[config.mk]
export PLATFORM = sky130hd
export DESIGN_NAME = mbrc_core
export DESIGN_NICKNAME = d
export VERILOG_FILES = /design/src/design/mbrc_pkg.sv /design/src/design/mbrc_core.sv
export SDC_FILE = /design/constraint.sdc
export NUM_CORES = 1
export LEC_CHECK = 0
export BUFFER_PORTS_ARGS = -buffer_cell sky130_fd_sc_hd__buf_2
export CAP_MARGIN = 40
export CORE_ASPECT_RATIO = 1.75
export CORE_MARGIN = 2
export CORE_UTILIZATION = 40
export DETAILED_ROUTE_END_ITERATION = 10
export PLACE_DENSITY = 0.64
export SLEW_MARGIN = 20
export SYNTH_ARGS = -nofsm -noshare
export SYNTH_HDL_FRONTEND = slang
export SYNTH_SLANG_ARGS = --single-unit
[constraint.sdc]
create_clock -name clock -period 3.9 [get_ports clock]
set_input_delay 0.585 -clock clock [delete_from_list [all_inputs] [get_ports clock]]
set_output_delay 0.585 -clock clock [all_outputs]
set_load 0.02 [all_outputs]
[src/design/mbrc_pkg.sv]
// Shared types, constants and the byte-wide CRC-16 update for the reply checker.
`timescale 1ns / 1ps
`default_nettype none
package mbrc_pkg;

   localparam logic [15:0] CRC_INIT     = 16'hFFFF;
   localparam logic [15:0] CRC_POLY     = 16'hA001;
   localparam logic [7:0]  FUNC_READ    = 8'h03;
   localparam logic [7:0]  FUNC_EXC_BIT = 8'h80;
   localparam logic [7:0]  CNT_MAX      = 8'hFF;

   localparam logic        REG_SLAVE_ADDRESS  = 1'b0;
   localparam logic        REG_REGISTER_COUNT = 1'b1;

   localparam logic        KIND_DATA    = 1'b0;
   localparam logic        KIND_VERDICT = 1'b1;

   typedef enum logic [2:0] {
      VERDICT_OK       = 3'd0,
      VERDICT_EXC_GOOD = 3'd1,
      VERDICT_EXC_BAD  = 3'd2,
      VERDICT_LENGTH   = 3'd3,
      VERDICT_HEADER   = 3'd4,
      VERDICT_COUNT    = 3'd5,
      VERDICT_CRC      = 3'd6
   } verdict_type;

   typedef struct packed {
      logic        valid;
      logic        kind;
      logic [7:0]  data_byte;
      verdict_type verdict;
      logic [7:0]  exception_code;
   } result_type;

   // Eight reflected shift steps, unrolled.
   function automatic logic [15:0] crc_byte(input logic [15:0] crc, input logic [7:0] b);
      logic [15:0] c;
      c = crc ^ {8'h00, b};
      for (int i = 0; i < 8; i++) begin
         if (c[0]) begin
            c = (c >> 1) ^ CRC_POLY;
         end else begin
            c = c >> 1;
         end
      end
      return c;
   endfunction

endpackage
`default_nettype wire

[src/design/mbrc_core.sv]
// Frame state, running CRC and verdict logic; one received byte per transfer.
`timescale 1ns / 1ps
`default_nettype none
module mbrc_core
   import mbrc_pkg::*;
(
   input  wire logic       clock,
   input  wire logic       reset,
   input  wire logic       consume,
   input  wire logic [7:0] rx_byte,
   input  wire logic       end_of_frame,
   input  wire logic [7:0] slave_address,
   input  wire logic [6:0] register_count,
   output result_type      res
);

   logic [7:0]  cnt_ff, cnt_in;
   logic [15:0] crc_ff, crc_in;
   logic [7:0]  addr_ff, addr_in;
   logic [7:0]  func_ff, func_in;
   logic [7:0]  third_ff, third_in;
   logic        given_ff, given_in;

   logic [7:0]  cnt_nx;
   logic [15:0] crc_nx;
   logic [7:0]  addr_nx, func_nx, third_nx;
   logic [8:0]  exp_len;
   logic [8:0]  data_end;
   logic        frame_done;
   logic        is_data;

   logic [7:0]  v_cnt, v_addr, v_func, v_third;
   logic [15:0] v_crc;
   verdict_type v_code;
   logic [7:0]  v_exc;

   assign exp_len  = 9'd5 + {1'b0, register_count, 1'b0};
   assign data_end = 9'd3 + {1'b0, register_count, 1'b0};

   assign cnt_nx   = (cnt_ff == CNT_MAX) ? CNT_MAX : cnt_ff + 8'd1;
   assign crc_nx   = crc_byte(crc_ff, rx_byte);
   assign addr_nx  = (cnt_ff == 8'd0) ? rx_byte : addr_ff;
   assign func_nx  = (cnt_ff == 8'd1) ? rx_byte : func_ff;
   assign third_nx = (cnt_ff == 8'd2) ? rx_byte : third_ff;

   assign frame_done = ({1'b0, cnt_nx} >= exp_len);
   assign is_data    = (cnt_ff >= 8'd3) && (cnt_ff != CNT_MAX)
                       && ({1'b0, cnt_ff} < data_end);

   // End marker judges what is held; a byte judges the state including itself.
   always_comb begin
      if (end_of_frame) begin
         v_cnt   = cnt_ff;
         v_crc   = crc_ff;
         v_addr  = addr_ff;
         v_func  = func_ff;
         v_third = third_ff;
      end else begin
         v_cnt   = cnt_nx;
         v_crc   = crc_nx;
         v_addr  = addr_nx;
         v_func  = func_nx;
         v_third = third_nx;
      end
   end

   always_comb begin
      v_exc = 8'd0;
      if (v_cnt == 8'd5 && v_func == (FUNC_EXC_BIT | FUNC_READ)) begin
         v_code = (v_crc == 16'd0) ? VERDICT_EXC_GOOD : VERDICT_EXC_BAD;
         v_exc  = v_third;
      end else if ({1'b0, v_cnt} != exp_len) begin
         v_code = VERDICT_LENGTH;
      end else if (v_addr != slave_address || v_func != FUNC_READ) begin
         v_code = VERDICT_HEADER;
      end else if (v_third != {register_count, 1'b0}) begin
         v_code = VERDICT_COUNT;
      end else if (v_crc != 16'd0) begin
         v_code = VERDICT_CRC;
      end else begin
         v_code = VERDICT_OK;
      end
   end

   always_comb begin
      res.valid          = 1'b0;
      res.kind           = KIND_VERDICT;
      res.data_byte      = 8'd0;
      res.verdict        = v_code;
      res.exception_code = v_exc;
      if (!given_ff) begin
         if (end_of_frame || frame_done) begin
            res.valid = 1'b1;
         end else if (is_data) begin
            res.valid          = 1'b1;
            res.kind           = KIND_DATA;
            res.data_byte      = rx_byte;
            res.verdict        = VERDICT_OK;
            res.exception_code = 8'd0;
         end
      end
   end

   always_comb begin
      cnt_in   = cnt_ff;
      crc_in   = crc_ff;
      addr_in  = addr_ff;
      func_in  = func_ff;
      third_in = third_ff;
      given_in = given_ff;
      if (consume) begin
         if (end_of_frame) begin
            cnt_in   = 8'd0;
            crc_in   = CRC_INIT;
            addr_in  = 8'd0;
            func_in  = 8'd0;
            third_in = 8'd0;
            given_in = 1'b0;
         end else if (!given_ff) begin
            cnt_in   = cnt_nx;
            crc_in   = crc_nx;
            addr_in  = addr_nx;
            func_in  = func_nx;
            third_in = third_nx;
            given_in = frame_done;
         end
      end
   end

   always_ff @(posedge clock) begin
      if (reset) begin
         cnt_ff   <= 8'd0;
         crc_ff   <= CRC_INIT;
         addr_ff  <= 8'd0;
         func_ff  <= 8'd0;
         third_ff <= 8'd0;
         given_ff <= 1'b0;
      end else begin
         cnt_ff   <= cnt_in;
         crc_ff   <= crc_in;
         addr_ff  <= addr_in;
         func_ff  <= func_in;
         third_ff <= third_in;
         given_ff <= given_in;
      end
   end

`ifndef SYNTH
   a_rearm: assert property (@(posedge clock) disable iff (reset)
      consume && end_of_frame |=> !given_ff && cnt_ff == 8'd0 && crc_ff == CRC_INIT)
      else $error("end marker did not rearm the checker");

   a_quiet_after_verdict: assert property (@(posedge clock) disable iff (reset)
      given_ff && !end_of_frame |-> !res.valid)
      else $error("result produced after the verdict");

   a_exc_code_zero: assert property (@(posedge clock) disable iff (reset)
      res.valid && res.verdict != VERDICT_EXC_GOOD && res.verdict != VERDICT_EXC_BAD
      |-> res.exception_code == 8'd0)
      else $error("exception code set on a non-exception result");

   a_verdict_sets_given: assert property (@(posedge clock) disable iff (reset)
      consume && !end_of_frame && res.valid && res.kind == KIND_VERDICT |=> given_ff)
      else $error("verdict on a byte did not close the frame");
`endif

endmodule
`default_nettype wire

**Yosys cells after proc, flatten, opt, wreduce, memory -nomap -nowiden**

Index checks and enable logic that the tools add are counted.

- Register bits: 49
- Input port bits: 27

- Add/subtract/negate cells: 3
- Order comparisons: 3
- Eq/ne operators: 11
- Muxes and demuxes: 40
- Bitwise logic cells: 9
- Reductions and logical operators: 9

Operators with widths:

| operator | count |
|---|---|
| $mux W16 | 11 |
| $mux W8 | 17 |
| $mux W21 | 2 |
| $not A2 Y3 | 8 |
| $mux W20 | 1 |
| $eq A8 B8 Y1 const B | 2 |
| $logic_not A16 Y1 | 1 |
| $ne A8 B8 Y1 | 2 |
| $reduce_bool A16 Y1 | 1 |
| $xor A16 B8 Y16 | 1 |
| $mux W3 | 5 |
| $add A2 B8 Y9 const A | 1 |
| $add A3 B8 Y9 const A | 1 |
| $ge A8 B9 Y1 | 1 |
| $lt A8 B9 Y1 | 1 |
| $ne A8 B9 Y1 | 1 |
| $add A8 B1 Y8 const B | 1 |
| $eq A8 B1 Y1 const B | 1 |
| $eq A8 B2 Y1 const B | 1 |
| $eq A8 B3 Y1 const B | 1 |
| $ge A8 B2 Y1 const B | 1 |
| $logic_not A8 Y1 | 1 |
| $ne A8 B2 Y1 const B | 1 |
| $ne A8 B8 Y1 const B | 1 |
| other kinds (6) | 11 |

**Logic depth before layout (Yosys ltp)**

Gate-level depths: netlist of run 1.

- Depth in word-level cells: 27
- Depth in mapped cells: 13

**Worst setup path after synthesis of run 1**

Ideal clock, no wire load.

- Kind: in2out
- From: input register_count[3]
- To: output res[10] (netlist bit)
- Data arrival time: 3.241 ns
- Required time: 3.315 ns
- Path slack: 0.074 ns
- Cell stages on the path: 10
- Path buffers: 1
- Cell sequence: clkbuf_1 nand3_1 or3_1 and2_1 ha_1 o21a_1 o21ai_0 a211oi_2 nor2_1 nor4_1

RTL lines:

| item | line | source |
|---|---|---|
| start: declaration | mbrc_core.sv:13 | `input wire logic [6:0] register_count,` |
| end: declaration | mbrc_core.sv:14 | `output result_type res` |

==> results_dict.tcl, run 1 <==
set metrics [dict create \
    run_status "finished clean" \
    slowest_stage "or4b_4" \
    ff2ff_setup_slack_ps 1300 \
    maxClockFrequency_mhz 260 \
    grt_first_pass_wirelength_mm 22.0 \
    data_arrival_at_the_endpoint_of_the_critical_path_ps 3260 \
    htree_levels 2 \
    timing.max_slew.rel_slack_pct 47.2 \
    power.total_uw 1300 \
    io_buffer_count 47 \
    crit_path_cell_trace "buf_6, or4b_4, nor4_2, o211ai_1, or4b_4, nor4_4, a21oi_1, o22ai_1, buf_4" \
    avgRoutedWirePerCell_um 20.2 \
    timing_max_transition_violations_final 0 \
    synth.distinct_cells 70 \
    ir_drop_uv 237 \
    tritoncts "done" \
    p_sw_share_pct 31.1 \
    synth.avg_cell_area_um2 7.79 \
    comb_power_share_pct 25.3 \
    sequential_cell_area_fraction_in_the_yosys_report_pct 23.6 \
    tcrit_tclk_final_pct 98.6 \
    drt_pass1_iterations 7 \
    worst-r2r-cell-count 12 \
    synth.largest_area_cell "dfxtp_1" \
    cts.sink_count 49 \
    clock-root-buffer "clkbuf_16" \
    path_category_of_the_worst_min_delay_check "register to register" \
    num_vias 4477 \
    wl_met2_mm 7.54 \
    final-setup-viol-count 0 \
    critical_path_peak_fanout 15 \
    yosys-top-cells-area "dfxtp_1 (24%), ha_1 (6.0%), xnor2_1 (5.7%)" \
    post-dp-hpwl_mm 11.1 \
    drcViolationCount 0 \
    maxCapViolations 0 \
    core_area_um2 10200 \
    met3WireLength_um 733 \
    postCtsSetupBuffers 0 \
    grt_use_total_pct 25.7 \
    routed_via_density 6.28 \
    cp-end-kind "output port" \
    timing.critical_path.to "res[9]" \
    critPathKind "register to output port" \
    synthArstFlopShare_pct 0 \
    routed_wirelength_mm 14.4 \
    top_layer_used "met4" \
    pwr-share-seq_pct 41.2 \
    chipWidth_um 81.1 \
    critical_path.reg2reg.endpoint "given_ff" \
    number_of_global_route_vias_before_repair 4220 \
    pwr_density_cell_nw_per_um2 265 \
    finalCoreUtilization_pct 48.1 \
    insertedDiodeCount 0 \
    finClkSkew_ps 4.38 \
    cts-buffers-inserted 5 \
    synthesis.area_um2 4160 \
    layout.filler_cells 1047 \
    initial_core_util_pct 40.9 \
    yosysWarningCount 0 \
    synthToLayoutAreaGrowth_pct 17.6 \
    cellLeakagePower_uw 0.00190 \
    worstPathRequired_ps 3310 \
    source_to_sink_clock_delay_at_the_later_pin_of_the_worst_skew_pair_ps 300 \
    layout.nets 632 \
    floorplan.die.height_um 139 \
    power.share.clock_pct 33.4 \
    layout_cell_share_with_drive_strength_beyond_1_pct 23.0 \
    drtAntennaViolNets 0 \
    critPathLaunchType "register" \
    edff_count_synth 0 \
    die_area_um2 11300 \
    synth_top_flop_cell "dfxtp_1" \
    rows 49 \
    cts_max_path_bufs 2 \
    cp-startpoint "cnt_ff[5]" \
    yosysTopAreaCellShare_pct 23.6 \
    timing.rr.start "cnt_ff[0]" \
    detailedRoute.firstIterationViolations 316 \
    post_syn_nets 581 \
    io_pins 48 \
    finalCriticalPeriod_ps 3850 \
    clk_pin_slew_worst_paths_ps 70 \
    worst_slew_pin_slew_ps 786 \
    int_pwr_uw 893 \
    synth_seq_cells 49 \
    grt_start_max_net_pins 51 \
    totalNegativeSetupSlack_ps 0 \
    globalplace.congestion 0.965 \
    postSynthCellCount 534 \
    number_of_antenna_violations_at_the_first_check_in_global_routing 0 \
    leftover_overflow_at_the_end_of_global_routing 0 \
    hold_violations 0 \
    timing.critical_path.mode_cell "or4b_4" \
    slowest_delay_ps 560 \
    routedLengthMet1_mm 5.29 \
    netSwitchingPower_uw 402 \
]
stage by stage:
| stage | hold slack [ps] | worst slack (ps) | cell area (µm²) | instances |
|---|---|---|---|---|
| after floorplan | 459 | 74.2 | 4160 | 534 |
| after global placement | 486 | 308 | 4650 | 703 |
| after detailed placement | 502 | 250 | 4650 | 704 |
| after CTS | 518 | 32.9 | 4800 | 712 |
| after global routing | 532 | -61.0 | 4890 | 713 |
| final | 518 | 55.0 | 4890 | 713 |
sequential cells by signal, summed over array words and instances, names as in the netlist:
| register | cells |
|---|---|
| crc_ff | 16 |
| func_ff | 8 |
| addr_ff | 8 |
| third_ff | 8 |
| cnt_ff | 8 |
| given_ff | 1 |
cell families (layout without fill, tap and decap cells):
family	Yosys count	count (layout)	synth area share [%]
simple gates	212	212	28.6
compound gates	147	147	24.8
buf+inv	54	106	5.20
flops	49	49	23.6
xor+xnor	46	46	10.4
fa+ha+maj	20	20	6.01
mux	6	6	1.44
how the worst min path moves through the flow:
stage                     slack (ps)  cells after the start        from          to
after global routing             530                      2  func_ff[6]  func_ff[6]
after floorplan                  460                      2  addr_ff[7]  addr_ff[7]
after CTS                        520                      2  addr_ff[3]  addr_ff[3]
after detailed placement         500                      2  crc_ff[13]   crc_ff[5]
after global placement           490                      2  func_ff[6]  func_ff[6]
final                            520                      2  addr_ff[3]  addr_ff[3]
per-layer routing:
metal  track usage, %  vias up
met5                0        -
met4             15.5        0
met3             3.52       58
li1                 -     2070
met1             28.4     2154
met2             44.8      195
cells in the final DEF (no fill, tap or decap), types with 4 or more instances in the layout:
master	synthesis	routed
o211ai_1	6	6
nand4_1	9	9
dfxtp_1	49	44
nor2b_1	11	11
ha_1	20	18
xnor2_1	27	27
nor2_1	55	55
o22ai_1	12	12
nor4_1	10	9
a21oi_1	24	24
o21ai_0	16	15
o31ai_1	5	4
or2_2	7	7
nand3_1	16	16
nand2b_1	16	16
mux2i_1	6	6
and3_1	11	10
a22oi_1	31	31
buf_4	0	35
inv_1	15	14
dfxtp_2	0	5
buf_2	5	45
a211oi_1	7	6
a21oi_2	6	6
nor3_1	8	8
or3_1	6	6
and2_1	7	7
clkbuf_16	0	5
nand2_1	31	31
xor2_1	17	17
cell type report:
cell class                 instances  area, µm²  share of cell area [%]
multi-input combinational        431       3020                    61.7
sequential                        49        987                    20.2
timing repair buffer              82        527                    10.8
tap                              127        159                    3.25
clock buffer                       5        125                    2.56
clock inverter                     3       17.5                   0.358
inverter                          16       60.1                    1.23
power by group through the flow:
stage,clock [µW],combinational (µW),sequential [µW]
2_1_floorplan,0,226,540
3_3_place_gp,0,311,544
3_5_place_dp,0,315,544
4_1_cts,443,316,533
5_1_grt,463,353,535
6_report,433,328,534
repair_timing:
item,in CTS,in global routing
hold endpoints to repair,0,0
setup endpoints to repair,1,19
pin swaps,0,4
gates resized for setup,1,23
hold buffers,0,0
worst max-delay path: cells and delay by family (launching register included):
kind | cells | cell delay, ps
AO/OA/AOI/OAI | 3 | 450
buffers and inverters | 2 | 400
flip-flops | 1 | 410
AND/OR/NAND/NOR | 4 | 1690
cells in the mapped netlist (8+ instances only):
master / n
o21ai_0: 16
nor4_1: 10
nor2b_1: 11
nand4_1: 9
dfxtp_1: 49
a21oi_1: 24
xor2_1: 17
nor2_1: 55
inv_1: 15
and3_1: 11
clkbuf_1: 30
nand2_1: 31
ha_1: 20
xnor2_1: 27
o22ai_1: 12
nand2b_1: 16
a22oi_1: 31
nand3_1: 16
nor3_1: 8
(Power assumes the default switching activity.)
==> run 2, diff against run 1 <==
--- a/config.mk
+++ b/config.mk
@@ -5,13 +5,14 @@
 export SDC_FILE = /design/constraint.sdc
 export NUM_CORES = 1
 export LEC_CHECK = 0
-export BUFFER_PORTS_ARGS = -buffer_cell sky130_fd_sc_hd__buf_2
+export BUFFER_PORTS_ARGS = -buffer_cell sky130_fd_sc_hd__clkbuf_2
 export CAP_MARGIN = 40
 export CORE_ASPECT_RATIO = 1.75
 export CORE_MARGIN = 2
 export CORE_UTILIZATION = 40
 export DETAILED_ROUTE_END_ITERATION = 10
 export PLACE_DENSITY = 0.64
+export REMOVE_ABC_BUFFERS = 1
 export SLEW_MARGIN = 20
 export SYNTH_ARGS = -nofsm -noshare
 export SYNTH_HDL_FRONTEND = slang
==> run 2 against run 1 <==
Critical path depth unchanged; sequential cell count is the same; clock skew rose by 2.8 ps; register-to-register slack lost 120 ps; hold slack lost 1.5 ps; wire length down 0.24%.
==> results_dict.tcl, run 2 (synthesized netlist as in run 1, its figures left out) <==
set metrics [dict create \
    run_status "finished clean" \
    timing_max_transition_violations_final 0 \
    finalCoreUtilization_pct 49.2 \
    critPathKind "register to output port" \
    post-dp-hpwl_mm 11.3 \
    pwr_density_cell_nw_per_um2 275 \
    register_area_um2 990 \
    critPathLaunchType "register" \
    layout.cells.most_common "nor2_1" \
    layout_cell_share_with_drive_strength_beyond_1_pct 24.9 \
    maxCapViolations 0 \
    cts_max_path_bufs 2 \
    layout.filler_cells 1054 \
    finalCriticalPeriod_ps 3860 \
    post_dp_cell_area_um2 4670 \
    worst_slew_pin_slew_ps 791 \
    drt_pass1_iterations 5 \
    clk_pin_slew_worst_paths_ps 70 \
    commonest_non_fill_non_tap_cells_in_the_layout "nor2_1 (54), clkbuf_2 (45), dfxtp_1 (44)" \
    cp-end-kind "output port" \
    largest_register_ffs 16 \
    grt_use_total_pct 25.4 \
    source_to_sink_clock_delay_at_the_later_pin_of_the_worst_skew_pair_ps 290 \
    core_area_um2 10200 \
    routed_wirelength_mm 14.4 \
    layout.nets 636 \
    grt_start_max_net_pins 38 \
    globalplace.congestion 0.997 \
    timing.max_slew.rel_slack_pct 46.9 \
    critical_path_peak_fanout 7 \
    ir_drop_uv 155 \
    io_pins 48 \
    cellLeakagePower_uw 0.00193 \
    number_of_antenna_violations_at_the_first_check_in_global_routing 0 \
    rsz_0062_raised_after_global_routing "yes" \
    routed_via_density 6.22 \
    worstPathRequired_ps 3310 \
    multiInputGateArea_um2 3080 \
    registers.top_by_ff_count "crc_ff" \
    detailedRoute.firstIterationViolations 346 \
    layout.cell_area.non_filler_um2 5010 \
    synthToLayoutAreaGrowth_pct 20.4 \
    avgRoutedWirePerCell_um 20.1 \
    num_vias 4459 \
    leftover_overflow_at_the_end_of_global_routing 0 \
    hold_violations 0 \
    path_category_of_the_worst_min_delay_check "register to register" \
    htree_levels 2 \
    drtAntennaViolNets 0 \
    cts-buffers-inserted 5 \
    finClkSkew_ps 7.20 \
    die_area_um2 11300 \
    clock-root-buffer "clkbuf_16" \
    drcViolationCount 0 \
    totalNegativeSetupSlack_ps 0 \
    tcrit_tclk_final_pct 98.9 \
    data_arrival_at_the_endpoint_of_the_critical_path_ps 3270 \
    tritoncts "done" \
    grt_first_pass_wirelength_mm 22.0 \
    initial_core_util_pct 40.9 \
    io_buffer_count 47 \
    floorplan.die.height_um 139 \
    rows 49 \
    cts.sink_count 49 \
    maxClockFrequency_mhz 259 \
    insertedDiodeCount 0 \
    chipWidth_um 81.1 \
    final-setup-viol-count 0 \
    number_of_global_route_vias_before_repair 4220 \
]
[run 2: cell types whose count changed in the layout (fill, tap and decap cells not counted), sizes merged]
cell	change
bufinv	+1
clkbuf	+47
buf	-41
clkinv	-2
clkinvlp	-1
[run 2: where the power goes]
part	switching (µW)	internal, µW
sequential	18.3	517
clock	187	321
combinational	190	142
total	395	980
[run 2: final timing paths]
kind / startpoint / to / slack (ps) / depth (start not counted)
hold / removal: func_ff[6] / func_ff[6] / 520 / 2
setup / recovery: cnt_ff[3] / res[9] / 40 / 9
hold reg to reg: func_ff[6] / func_ff[6] / 520 / 2
setup reg to reg: cnt_ff[0] / given_ff / 1180 / 13
[run 2: worst max-delay path, cell delays in order (launching register included)]
cell      delay [ps]
dfxtp_2          350
buf_4            180
or4_4            570
nor4_2           280
o211ai_1         110
or4b_4           510
nor4_4           440
a21oi_1          150
o22ai_1          210
buf_4            170
[run 2: layout make-up]
cell class	count	area share, %
well taps	127	3.17
repair buffers	86	10.9
clock buffers	7	2.85
clock inverters	1	0.600
flip-flops and latches	49	19.8
inverters	16	1.25
multi-input cells	431	61.5
[run 2: metrics by stage]
step / setup WS [ps] / std cells / total power (µW) / hold WS (ps)
after floorplan: 180 / 496 / 744 / 459
after global placement: 123 / 703 / 855 / 493
after detailed placement: 71.1 / 705 / 861 / 509
after CTS: 1.49 / 713 / 1370 / 525
after global routing: -58.1 / 717 / 1430 / 559
final: 42.4 / 717 / 1370 / 517
[run 2: what timing repair did]
| action | CTS | global route |
|---|---|---|
| endpoints found under the hold margin | 0 | 0 |
| setup buffers | 0 | 4 |
| hold buffers | 0 | 0 |
| setup endpoints to repair | 19 | 20 |
| gates resized for setup | 8 | 29 |
| pin swaps | 0 | 4 |
[run 2: metal layers]
| layer | GRT usage (%) | vias to the layer above | wire length (µm) |
|---|---|---|---|
| met3 | 2.67 | 68 | 562 |
| met4 | 16.6 | 0 | 1070 |
| met2 | 44.5 | 189 | 7500 |
| met1 | 27.9 | 2132 | 5270 |
| met5 | 0 | - | 0 |
| li1 | - | 2070 | - |
